--- config.mk ---
export PLATFORM = sky130hd
export DESIGN_NAME = integer_printf_formatter_flat
export DESIGN_NICKNAME = d
export VERILOG_FILES = /design/src/rtl/ipf_pkg.sv /design/src/rtl/ipf_if.sv /design/src/rtl/integer_printf_formatter.sv /design/src/flat_wrapper.sv
export SDC_FILE = /design/constraint.sdc
export NUM_CORES = 1
export LEC_CHECK = 0
export BUFFER_PORTS_ARGS = -buffer_cell sky130_fd_sc_hd__buf_2
export CORE_UTILIZATION = 50
export DETAILED_ROUTE_END_ITERATION = 10
export MAX_ROUTING_LAYER = met4
export PLACE_DENSITY = 0.68
export SYNTH_ARGS = -nofsm -noshare
export SYNTH_HDL_FRONTEND = slang
export SYNTH_SLANG_ARGS = --single-unit
--- constraint.sdc ---
create_clock -name clock -period 18.8 [get_ports clock]
set_clock_uncertainty 0.05 [all_clocks]
set_input_delay 2.82 -clock clock [delete_from_list [all_inputs] [get_ports clock]]
set_output_delay 2.82 -clock clock [all_outputs]
set_load 0.02 [all_outputs]
--- src/rtl/ipf_pkg.sv ---
// ipf_pkg: constants, conversion codes and character helpers of the integer formatter
// no dependencies
package ipf_pkg;

   // conversion codes
   localparam logic [2:0] CMD_SDEC = 3'd0;
   localparam logic [2:0] CMD_UDEC = 3'd1;
   localparam logic [2:0] CMD_OCT  = 3'd2;
   localparam logic [2:0] CMD_HEXL = 3'd3;
   localparam logic [2:0] CMD_HEXU = 3'd4;

   // sign mode codes
   localparam logic [1:0] SIGN_NONE  = 2'd0;
   localparam logic [1:0] SIGN_SPACE = 2'd1;
   localparam logic [1:0] SIGN_PLUS  = 2'd2;

   localparam int CNT_W = 7;
   localparam logic [CNT_W-1:0] MAX_WIDTH     = 7'd64;
   localparam logic [CNT_W-1:0] MAX_PRECISION = 7'd32;
   localparam logic [CNT_W-1:0] MAX_RESULTS   = 7'd64;
   localparam logic [CNT_W-1:0] DABBLE_STEPS  = 7'd64;

   // enough digit slots for 64-bit octal; decimal needs 20, hex 16
   localparam int NUM_DIGITS = 22;
   localparam int DIG_IDX_W  = 5;

   localparam logic [7:0] CHAR_SPACE = 8'h20;
   localparam logic [7:0] CHAR_PLUS  = 8'h2b;
   localparam logic [7:0] CHAR_MINUS = 8'h2d;
   localparam logic [7:0] CHAR_ZERO  = 8'h30;
   localparam logic [7:0] CHAR_X_LO  = 8'h78;
   localparam logic [7:0] CHAR_X_UP  = 8'h58;
   localparam logic [7:0] CHAR_A_LO  = 8'h61;
   localparam logic [7:0] CHAR_A_UP  = 8'h41;

   function automatic logic [7:0] digit_char(input logic [3:0] d, input logic upper);
      logic [7:0] base_c;
      base_c = upper ? CHAR_A_UP : CHAR_A_LO;
      if (d < 4'd10) begin
         digit_char = CHAR_ZERO + {4'b0, d};
      end else begin
         digit_char = base_c + {4'b0, d} - 8'd10;
      end
   endfunction

endpackage

--- src/rtl/ipf_if.sv ---
// ipf_req_if / ipf_rsp_if: valid/ready channels of the integer formatter
// no dependencies
interface ipf_req_if;
   logic              valid;
   logic              ready;
   logic [2:0]        cmd;
   logic [63:0]       number;
   logic              left_justify;
   logic [1:0]        sign_mode;
   logic              alternate_form;
   logic              zero_fill;
   logic [6:0]        min_width;
   logic signed [6:0] min_digits;

   modport source (
      output valid, cmd, number, left_justify, sign_mode, alternate_form,
             zero_fill, min_width, min_digits,
      input  ready
   );
   modport sink (
      input  valid, cmd, number, left_justify, sign_mode, alternate_form,
             zero_fill, min_width, min_digits,
      output ready
   );
endinterface

interface ipf_rsp_if;
   logic       valid;
   logic       ready;
   logic [7:0] out_char;
   logic       last_char;

   modport source (output valid, out_char, last_char, input ready);
   modport sink   (input valid, out_char, last_char, output ready);
endinterface

--- src/rtl/integer_printf_formatter.sv ---
// integer_printf_formatter: printf-style integer conversion, one character per transaction
// depends on ipf_pkg and the channel interfaces in ipf_if.sv
//
// Formats one 64-bit value per request (signed/unsigned decimal, octal, hex) with sign,
// alternate prefix, precision and field width, and streams the text out one character
// per rsp transaction, last_char marking the final one; an unused conversion code or an
// empty result produces nothing. One request at a time: req ready is high only while the
// sequencer is idle. Decimal goes through a shared shift-and-add-3 unit, one bit per cycle;
// then a scan finds the leading digit, a plan state works out the padding, and output runs
// at one character per cycle while the rsp slot is free, in six output sections. Octal and
// hex skip the shift-and-add-3 conversion. An item produces at most 64 characters.
module integer_printf_formatter (
   input logic clock,
   input logic reset,
   ipf_req_if.sink   req_chan,
   ipf_rsp_if.source rsp_chan
);

   typedef enum logic [9:0] {
      S_IDLE  = 10'b0000000001,
      S_CONV  = 10'b0000000010,
      S_SCAN  = 10'b0000000100,
      S_PLAN  = 10'b0000001000,
      S_LEAD  = 10'b0000010000,
      S_SIGN  = 10'b0000100000,
      S_PFX   = 10'b0001000000,
      S_ZERO  = 10'b0010000000,
      S_DIGIT = 10'b0100000000,
      S_TRAIL = 10'b1000000000
   } state_type;

   localparam int CW = ipf_pkg::CNT_W;
   localparam int NDIG = ipf_pkg::NUM_DIGITS;
   localparam int IW = ipf_pkg::DIG_IDX_W;

   state_type     state_ff, state_in;
   logic [CW-1:0] cnt_ff, cnt_in;
   logic [CW-1:0] remain_ff, remain_in;
   logic [63:0]   mag_ff, mag_in;
   logic [3:0]    digit_ff [NDIG];
   logic [3:0]    digit_in [NDIG];

   // per-item settings
   logic          is_dec_ff, is_oct_ff, upper_ff, alt_ff, zfill_ff, left_ff;
   logic [7:0]    sign_char_ff;
   logic [CW-1:0] width_ff, prec_ff;
   logic [IW-1:0] raw_len_ff;
   logic [CW-1:0] pad_ff, trail_ff;
   logic          xpre_ff;

   logic          rsp_valid_ff, rsp_valid_in;
   logic [7:0]    rsp_char_ff;
   logic          rsp_last_ff;

   logic          req_fire, cmd_ok, slot_free;
   logic          negative;
   logic [63:0]   mag_load;
   logic [7:0]    sign_load;
   logic [IW-1:0] rd_idx;
   logic [3:0]    rd_digit;
   logic          scan_done;

   logic          oct_alt, hex_alt, has_sign;
   logic [CW-1:0] raw_w, pad0, len, fill, total, plan_lead, plan_trail, plan_pad;

   logic          ph_active, emit;
   state_type     ph_next;
   logic [CW-1:0] ph_cnt;
   logic [7:0]    ph_char;

   assign req_chan.ready     = (state_ff == S_IDLE);
   assign req_fire           = req_chan.valid && (state_ff == S_IDLE);
   assign cmd_ok             = (req_chan.cmd <= ipf_pkg::CMD_HEXU);
   assign slot_free          = !rsp_valid_ff || rsp_chan.ready;
   assign rsp_chan.valid     = rsp_valid_ff;
   assign rsp_chan.out_char  = rsp_char_ff;
   assign rsp_chan.last_char = rsp_last_ff;

   // accept-time sign handling
   always_comb begin
      negative = (req_chan.cmd == ipf_pkg::CMD_SDEC) && req_chan.number[63];
      mag_load = negative ? (64'd0 - req_chan.number) : req_chan.number;
      sign_load = 8'd0;
      if (negative) begin
         sign_load = ipf_pkg::CHAR_MINUS;
      end else if (req_chan.cmd == ipf_pkg::CMD_SDEC) begin
         case (req_chan.sign_mode)
            ipf_pkg::SIGN_SPACE: sign_load = ipf_pkg::CHAR_SPACE;
            ipf_pkg::SIGN_PLUS:  sign_load = ipf_pkg::CHAR_PLUS;
            default:             sign_load = 8'd0;
         endcase
      end
   end

   // single digit read port, shared by scan and digit output
   assign rd_idx = cnt_ff[IW-1:0] - IW'(1);
   always_comb begin
      rd_digit = 4'd0;
      for (int i = 0; i < NDIG; i++) begin
         if (rd_idx == IW'(i)) begin
            rd_digit = digit_ff[i];
         end
      end
   end
   assign scan_done = (cnt_ff == '0) || (rd_digit != 4'd0);

   // padding plan
   always_comb begin
      raw_w    = {{(CW-IW){1'b0}}, raw_len_ff};
      oct_alt  = is_oct_ff && alt_ff;
      hex_alt  = !is_dec_ff && !is_oct_ff && alt_ff && (raw_len_ff != '0);
      has_sign = (sign_char_ff != 8'd0);
      pad0     = (raw_w < prec_ff) ? (prec_ff - raw_w) : {{(CW-1){1'b0}}, oct_alt};
      len      = raw_w + pad0 + {{(CW-2){1'b0}}, hex_alt, 1'b0}
                 + {{(CW-1){1'b0}}, has_sign};
      fill     = (width_ff > len) ? (width_ff - len) : '0;
      total    = len + fill;
      if (total > ipf_pkg::MAX_RESULTS) begin
         total = ipf_pkg::MAX_RESULTS;
      end
      plan_lead  = (!zfill_ff && !left_ff) ? fill : '0;
      plan_trail = (!zfill_ff && left_ff) ? fill : '0;
      plan_pad   = zfill_ff ? (pad0 + fill) : pad0;
   end

   // output sections
   always_comb begin
      ph_active = 1'b1;
      ph_next   = S_IDLE;
      ph_cnt    = '0;
      ph_char   = ipf_pkg::CHAR_SPACE;
      unique case (state_ff)
         S_LEAD: begin
            ph_next = S_SIGN;
            ph_cnt  = {{(CW-1){1'b0}}, (sign_char_ff != 8'd0)};
         end
         S_SIGN: begin
            ph_next = S_PFX;
            ph_cnt  = {{(CW-2){1'b0}}, xpre_ff, 1'b0};
            ph_char = sign_char_ff;
         end
         S_PFX: begin
            ph_next = S_ZERO;
            ph_cnt  = pad_ff;
            if (cnt_ff == CW'(2)) begin
               ph_char = ipf_pkg::CHAR_ZERO;
            end else begin
               ph_char = upper_ff ? ipf_pkg::CHAR_X_UP : ipf_pkg::CHAR_X_LO;
            end
         end
         S_ZERO: begin
            ph_next = S_DIGIT;
            ph_cnt  = {{(CW-IW){1'b0}}, raw_len_ff};
            ph_char = ipf_pkg::CHAR_ZERO;
         end
         S_DIGIT: begin
            ph_next = S_TRAIL;
            ph_cnt  = trail_ff;
            ph_char = ipf_pkg::digit_char(rd_digit, upper_ff);
         end
         S_TRAIL: begin
            ph_next = S_IDLE;
         end
         default: begin
            ph_active = 1'b0;
         end
      endcase
   end

   // sequencer
   always_comb begin
      state_in  = state_ff;
      cnt_in    = cnt_ff;
      remain_in = remain_ff;
      emit      = 1'b0;
      unique case (state_ff)
         S_IDLE: begin
            if (req_fire && cmd_ok) begin
               if (req_chan.cmd <= ipf_pkg::CMD_UDEC) begin
                  state_in = S_CONV;
                  cnt_in   = ipf_pkg::DABBLE_STEPS;
               end else begin
                  state_in = S_SCAN;
                  cnt_in   = CW'(NDIG);
               end
            end
         end
         S_CONV: begin
            cnt_in = cnt_ff - CW'(1);
            if (cnt_ff == CW'(1)) begin
               state_in = S_SCAN;
               cnt_in   = CW'(NDIG);
            end
         end
         S_SCAN: begin
            if (scan_done) begin
               state_in = S_PLAN;
            end else begin
               cnt_in = cnt_ff - CW'(1);
            end
         end
         S_PLAN: begin
            state_in  = S_LEAD;
            cnt_in    = plan_lead;
            remain_in = total;
         end
         default: begin
            if (ph_active) begin
               if ((cnt_ff == '0) || (remain_ff == '0)) begin
                  state_in = ph_next;
                  cnt_in   = ph_cnt;
               end else if (slot_free) begin
                  emit      = 1'b1;
                  cnt_in    = cnt_ff - CW'(1);
                  remain_in = remain_ff - CW'(1);
               end
            end else begin
               state_in = S_IDLE;
            end
         end
      endcase
   end

   // digit register: load for octal/hex, shift-and-add-3 for decimal
   always_comb begin
      logic [3:0]  adj [NDIG];
      logic [65:0] oct_src;
      logic [87:0] hex_src;
      oct_src = {2'b0, req_chan.number};
      hex_src = {24'b0, req_chan.number};
      mag_in  = mag_ff;
      for (int i = 0; i < NDIG; i++) begin
         digit_in[i] = digit_ff[i];
         adj[i]      = (digit_ff[i] >= 4'd5) ? (digit_ff[i] + 4'd3) : digit_ff[i];
      end
      if (req_fire) begin
         mag_in = mag_load;
         for (int i = 0; i < NDIG; i++) begin
            if (req_chan.cmd == ipf_pkg::CMD_OCT) begin
               digit_in[i] = {1'b0, oct_src[3*i +: 3]};
            end else if (req_chan.cmd >= ipf_pkg::CMD_HEXL) begin
               digit_in[i] = hex_src[4*i +: 4];
            end else begin
               digit_in[i] = 4'd0;
            end
         end
      end else if (state_ff == S_CONV) begin
         mag_in = {mag_ff[62:0], 1'b0};
         digit_in[0] = {adj[0][2:0], mag_ff[63]};
         for (int i = 1; i < NDIG; i++) begin
            digit_in[i] = {adj[i][2:0], adj[i-1][3]};
         end
      end
   end

   always_comb begin
      rsp_valid_in = rsp_valid_ff;
      if (emit) begin
         rsp_valid_in = 1'b1;
      end else if (rsp_chan.ready) begin
         rsp_valid_in = 1'b0;
      end
   end

   always_ff @(posedge clock) begin
      if (reset) begin
         state_ff     <= S_IDLE;
         rsp_valid_ff <= 1'b0;
      end else begin
         state_ff     <= state_in;
         rsp_valid_ff <= rsp_valid_in;
      end
   end

   always_ff @(posedge clock) begin
      cnt_ff    <= cnt_in;
      remain_ff <= remain_in;
      mag_ff    <= mag_in;
      for (int i = 0; i < NDIG; i++) begin
         digit_ff[i] <= digit_in[i];
      end
      if (req_fire) begin
         is_dec_ff    <= (req_chan.cmd <= ipf_pkg::CMD_UDEC);
         is_oct_ff    <= (req_chan.cmd == ipf_pkg::CMD_OCT);
         upper_ff     <= (req_chan.cmd == ipf_pkg::CMD_HEXU);
         alt_ff       <= req_chan.alternate_form;
         zfill_ff     <= req_chan.zero_fill;
         left_ff      <= req_chan.left_justify;
         sign_char_ff <= sign_load;
         width_ff     <= (req_chan.min_width > ipf_pkg::MAX_WIDTH) ?
                         ipf_pkg::MAX_WIDTH : req_chan.min_width;
         // negative precision means the default of one digit
         if (req_chan.min_digits[6]) begin
            prec_ff <= CW'(1);
         end else if ({1'b0, req_chan.min_digits[5:0]} > ipf_pkg::MAX_PRECISION) begin
            prec_ff <= ipf_pkg::MAX_PRECISION;
         end else begin
            prec_ff <= {1'b0, req_chan.min_digits[5:0]};
         end
      end
      if ((state_ff == S_SCAN) && scan_done) begin
         raw_len_ff <= cnt_ff[IW-1:0];
      end
      if (state_ff == S_PLAN) begin
         pad_ff   <= plan_pad;
         trail_ff <= plan_trail;
         xpre_ff  <= hex_alt;
      end
      if (emit) begin
         rsp_char_ff <= ph_char;
         rsp_last_ff <= (remain_ff == CW'(1));
      end
   end

endmodule

--- src/flat_wrapper.sv ---
// flat-port wrapper written by rule: the top's interface ports become plain ports
module integer_printf_formatter_flat 
  (clock, reset, req_chan_valid, req_chan_cmd, req_chan_number, req_chan_left_justify, req_chan_sign_mode, req_chan_alternate_form, req_chan_zero_fill, req_chan_min_width, req_chan_min_digits, req_chan_ready, rsp_chan_valid, rsp_chan_out_char, rsp_chan_last_char, rsp_chan_ready);
  ipf_req_if req_chan_i ();
  ipf_rsp_if rsp_chan_i ();
  input logic clock;
  input logic reset;
  input wire logic [$bits(req_chan_i.valid)-1:0] req_chan_valid;
  input wire logic [$bits(req_chan_i.cmd)-1:0] req_chan_cmd;
  input wire logic [$bits(req_chan_i.number)-1:0] req_chan_number;
  input wire logic [$bits(req_chan_i.left_justify)-1:0] req_chan_left_justify;
  input wire logic [$bits(req_chan_i.sign_mode)-1:0] req_chan_sign_mode;
  input wire logic [$bits(req_chan_i.alternate_form)-1:0] req_chan_alternate_form;
  input wire logic [$bits(req_chan_i.zero_fill)-1:0] req_chan_zero_fill;
  input wire logic [$bits(req_chan_i.min_width)-1:0] req_chan_min_width;
  input wire logic [$bits(req_chan_i.min_digits)-1:0] req_chan_min_digits;
  output wire logic [$bits(req_chan_i.ready)-1:0] req_chan_ready;
  output wire logic [$bits(rsp_chan_i.valid)-1:0] rsp_chan_valid;
  output wire logic [$bits(rsp_chan_i.out_char)-1:0] rsp_chan_out_char;
  output wire logic [$bits(rsp_chan_i.last_char)-1:0] rsp_chan_last_char;
  input wire logic [$bits(rsp_chan_i.ready)-1:0] rsp_chan_ready;
  assign req_chan_i.valid = req_chan_valid;
  assign req_chan_i.cmd = req_chan_cmd;
  assign req_chan_i.number = req_chan_number;
  assign req_chan_i.left_justify = req_chan_left_justify;
  assign req_chan_i.sign_mode = req_chan_sign_mode;
  assign req_chan_i.alternate_form = req_chan_alternate_form;
  assign req_chan_i.zero_fill = req_chan_zero_fill;
  assign req_chan_i.min_width = req_chan_min_width;
  assign req_chan_i.min_digits = req_chan_min_digits;
  assign req_chan_ready = req_chan_i.ready;
  assign rsp_chan_valid = rsp_chan_i.valid;
  assign rsp_chan_out_char = rsp_chan_i.out_char;
  assign rsp_chan_last_char = rsp_chan_i.last_char;
  assign rsp_chan_i.ready = rsp_chan_ready;
  integer_printf_formatter u_core (.clock(clock), .reset(reset), .req_chan(req_chan_i), .rsp_chan(rsp_chan_i));
endmodule
==> impl_summary.log <==
[metrics] synth unique cells: 89
[metrics] cell area after placement: 17000 sq um
[metrics] total number of H-tree levels: 1
[metrics] Die Ht: 182 um
[metrics] DRT Wirelength: 44700 um
[metrics] required time of the critical path: 19130 ps
[metrics] number of buffers added to fix hold violations after cts: 0
[metrics] Initial Util: 51.1%
[metrics] Critical Path Fanout Max: 8
[metrics] post-layout instance count excluding filler cells: 2279
[metrics] Pwr Total: 0.00318 W
[metrics] Worst Max-Slew Pin Slew: 1250 ps
[metrics] number of iterations in the first detailed-routing pass: 5
[metrics] number of nets in the synthesized netlist: 1980
[metrics] instance count after placement with tap cells included: 2229
[metrics] Slew HR: 16.3%
[metrics] most instantiated cells after synthesis: sky130_fd_sc_hd__edfxtp_1, sky130_fd_sc_hd__nand2_1, sky130_fd_sc_hd__o21ai_0
[metrics] leakage: 6.81 nW
[metrics] # DRC: 0
[metrics] final HPWL from detailed placement: 31700 um
[metrics] Main synth FF type: sky130_fd_sc_hd__edfxtp_1
[metrics] Via-to-Cell Ratio: 6.10
[metrics] DRT antenna net count: 0
[metrics] max capacitance violation total: 0
[metrics] DR WL/cell: 19.6 um
[metrics] Max Used Layer: met4
[metrics] number of CTS-inserted buffers: 27
[metrics] flops & latches, synth: 228
[metrics] class of the worst hold path: reg2reg
[metrics] overflow left after global routing: 0
[metrics] post-route cell area: 17900 sq um
[metrics] power density cells: 178 nW/um^2
[metrics] average cell area after synthesis: 9.03 sq um
[metrics] FFs w/ async S/R, synth: 0%
[metrics] time the worst path needs with I/O delays and setup: 7620 ps
[metrics] portion of the post-synthesis area used by sequential elements: 41.1%
[metrics] count of cells resized by post-cts repair: 0
[metrics] Setup Buffers After CTS: 0
[metrics] fill count: 2841
[metrics] TritonCTS clock tree: done
[metrics] Worst setup EP type: register
[metrics] # port buffers: 99
[metrics] final worst-path cycle share: 40.5%
[metrics] Die Footprint: 33100 sq um
[metrics] Synth Cell Area: 16200 sq um
[metrics] count of vias placed by the detailed router: 13900
[metrics] arrival time of the worst setup path: 7950 ps
[metrics] met3 wire len: 2690 um
[metrics] core box area: 31700 sq um
[metrics] biggest area consumer among synthesized cells: sky130_fd_sc_hd__edfxtp_1
[metrics] post-synthesis to final-layout area growth: 10.3%
[metrics] Sinks on Clock Net: 228
[metrics] clock buffer depth: 3
[metrics] first-pass GRT wire length: 70400 um
[metrics] NumNets Final: 2040
[metrics] most common cell in the synthesized netlist: sky130_fd_sc_hd__edfxtp_1
[metrics] number of global-route vias before repair: 13300
[metrics] setup TNS after final layout: 0 ps
[metrics] result of the run: finished clean
[metrics] Met1 Routed Length: 20000 um
[metrics] Boundary Pins: 101
[metrics] Final Hold Violating Endpoints: 0
[metrics] # rows: 65
[metrics] Critical Path Slowest Stage Cell: sky130_fd_sc_hd__fa_1
[metrics] Setup crit start kind: register
[metrics] number of max-slew violations in the final report: 0
[metrics] share of layout cells above drive strength 1: 10.2%
[metrics] maximum number of pins on one net before global-route repair: 79
[metrics] Max Clock Freq: 131 MHz
[metrics] dominant cells by area after synthesis: sky130_fd_sc_hd__edfxtp_1, sky130_fd_sc_hd__ha_1, sky130_fd_sc_hd__o21ai_0
[metrics] GPL Wtd Cong: 0.946
[metrics] Clk Tree Root Cell: sky130_fd_sc_hd__clkbuf_16
[metrics] clock insertion delay at the later pin of the skew report: 560 ps
[metrics] gate count after technology mapping: 1796
[metrics] category of the critical setup timing path: reg2reg
[metrics] final setup fails: 0
[metrics] Slowest Stage Delay on Critical Path: 520 ps
[metrics] First DRT Iteration DRCs: 1218
[metrics] CTS clk-pin slew, worst paths: 60 ps
[metrics] worst supply voltage drop on vdd: 0.101 mV
[metrics] DR WL met2: 20600 um
[metrics] Overall Global Routing Usage: 27.5%
[metrics] DIE WIDTH: 182 um
[metrics] Yosys top cell area share: 38.7%
[metrics] RSZ-0062 raised after global routing: no
[metrics] number of flops mapped to enable cells by yosys: 209
[metrics] yosys warns: 0
[metrics] antenna violations before repair: 1
area by class of cell:
class / instances / area (sq um) / share of cell area [%]
antenna: 1 / 2.50 / 0.0140
clock buffer: 33 / 698 / 3.90
clock inverter: 16 / 163 / 0.909
inverter: 104 / 390 / 2.18
multi-input combinational: 1379 / 8850 / 49.5
sequential: 228 / 6660 / 37.2
tap: 402 / 503 / 2.81
timing repair buffer: 116 / 623 / 3.48
layer usage:
metal	vias to the layer above	global-route usage, %
met3	94	3.69
met1	6647	36.3
met5	-	-
met2	460	43.3
met4	0	10.1
li1	6712	-
flip-flops by register name, indices dropped and copies added (netlist names), 7 cells and up:
signal,cells
u_core.digit_ff,88
u_core.mag_ff,64
u_core.state_ff,10
u_core.cnt_ff,7
u_core.pad_ff,7
u_core.remain_ff,7
u_core.rsp_chan.out_char,7
u_core.trail_ff,7
u_core.width_ff,7
worst max-delay path, delay by kind of cell (launching register included):
family | cells | cell delay (ps)
compound gates | 14 | 2740
fa+ha+maj | 6 | 2110
simple gates | 9 | 1820
flops | 1 | 440
buf+inv | 3 | 300
report_power, final:
part           switching [W]  internal (W)  leakage, nW
Combinational        0.00110      0.000662         4.22
Sequential          0.000119      0.000773         2.18
Clock               0.000221      0.000305        0.417
cells in the final DEF (no fill, tap or decap), types with 7 or more instances in the layout:
cell type                     n
sky130_fd_sc_hd__o31ai_1     25
sky130_fd_sc_hd__clkbuf_16   27
sky130_fd_sc_hd__and3_1      11
sky130_fd_sc_hd__dfxtp_1     19
sky130_fd_sc_hd__nand3_1     34
sky130_fd_sc_hd__a21oi_1    156
sky130_fd_sc_hd__ha_1        87
sky130_fd_sc_hd__inv_1      100
sky130_fd_sc_hd__edfxtp_1   209
sky130_fd_sc_hd__a211o_1      8
sky130_fd_sc_hd__a22oi_1     24
sky130_fd_sc_hd__clkinv_1     8
sky130_fd_sc_hd__a211oi_1    12
sky130_fd_sc_hd__a221o_1     30
sky130_fd_sc_hd__a31oi_1     12
sky130_fd_sc_hd__mux2_2       7
sky130_fd_sc_hd__nor4_1       9
sky130_fd_sc_hd__buf_4       17
sky130_fd_sc_hd__o22ai_1     10
sky130_fd_sc_hd__xnor2_1     66
sky130_fd_sc_hd__o21a_1       7
sky130_fd_sc_hd__nor3_1      35
sky130_fd_sc_hd__nand2b_1    38
sky130_fd_sc_hd__xor2_1      43
sky130_fd_sc_hd__nand2_1    203
sky130_fd_sc_hd__buf_2       99
sky130_fd_sc_hd__or3_1       15
sky130_fd_sc_hd__o21ai_0    178
sky130_fd_sc_hd__nor3b_1     41
sky130_fd_sc_hd__nor2b_1     25
sky130_fd_sc_hd__or2_2        8
sky130_fd_sc_hd__a21o_1      12
sky130_fd_sc_hd__nor2_1     137
sky130_fd_sc_hd__nand4_1      8
sky130_fd_sc_hd__fa_1         7
worst paths after layout:
| path | slack [ps] | startpoint | end | cells past startpoint |
|---|---|---|---|---|
| max | 11180 | u_core.raw_len_ff[1] | u_core.remain_ff[4] | 32 |
| min | 450 | u_core.digit_ff[2][3] | u_core.digit_ff[2][3] | 2 |
| max reg2reg | 11180 | u_core.raw_len_ff[1] | u_core.remain_ff[4] | 32 |
| min reg2reg | 450 | u_core.digit_ff[2][3] | u_core.digit_ff[2][3] | 2 |
cells by family after synthesis:
family | count (synthesis) | share of synthesized area, %
AOI/OAI and AO/OA | 554 | 21.5
xor gates and xnor gates | 110 | 6.03
adders and majority gates | 94 | 7.58
buffers and inverters | 189 | 4.54
DFF | 228 | 41.1
muxes | 9 | 0.610
other | 1 | 0.0231
and+or+nand+nor | 611 | 18.7
per-stage QoR:
step / hold slack [ps] / setup slack [ps] / util [%]
6_report: 448 / 11180 / 56.4
5_1_grt: 490 / 10350 / 56.4
4_1_cts: 451 / 11170 / 56.4
3_5_place_dp: 440 / 11190 / 53.7
3_3_place_gp: 429 / 11340 / 53.7
2_1_floorplan: 371 / 11630 / -
Power figures use the tool's default switching activity.
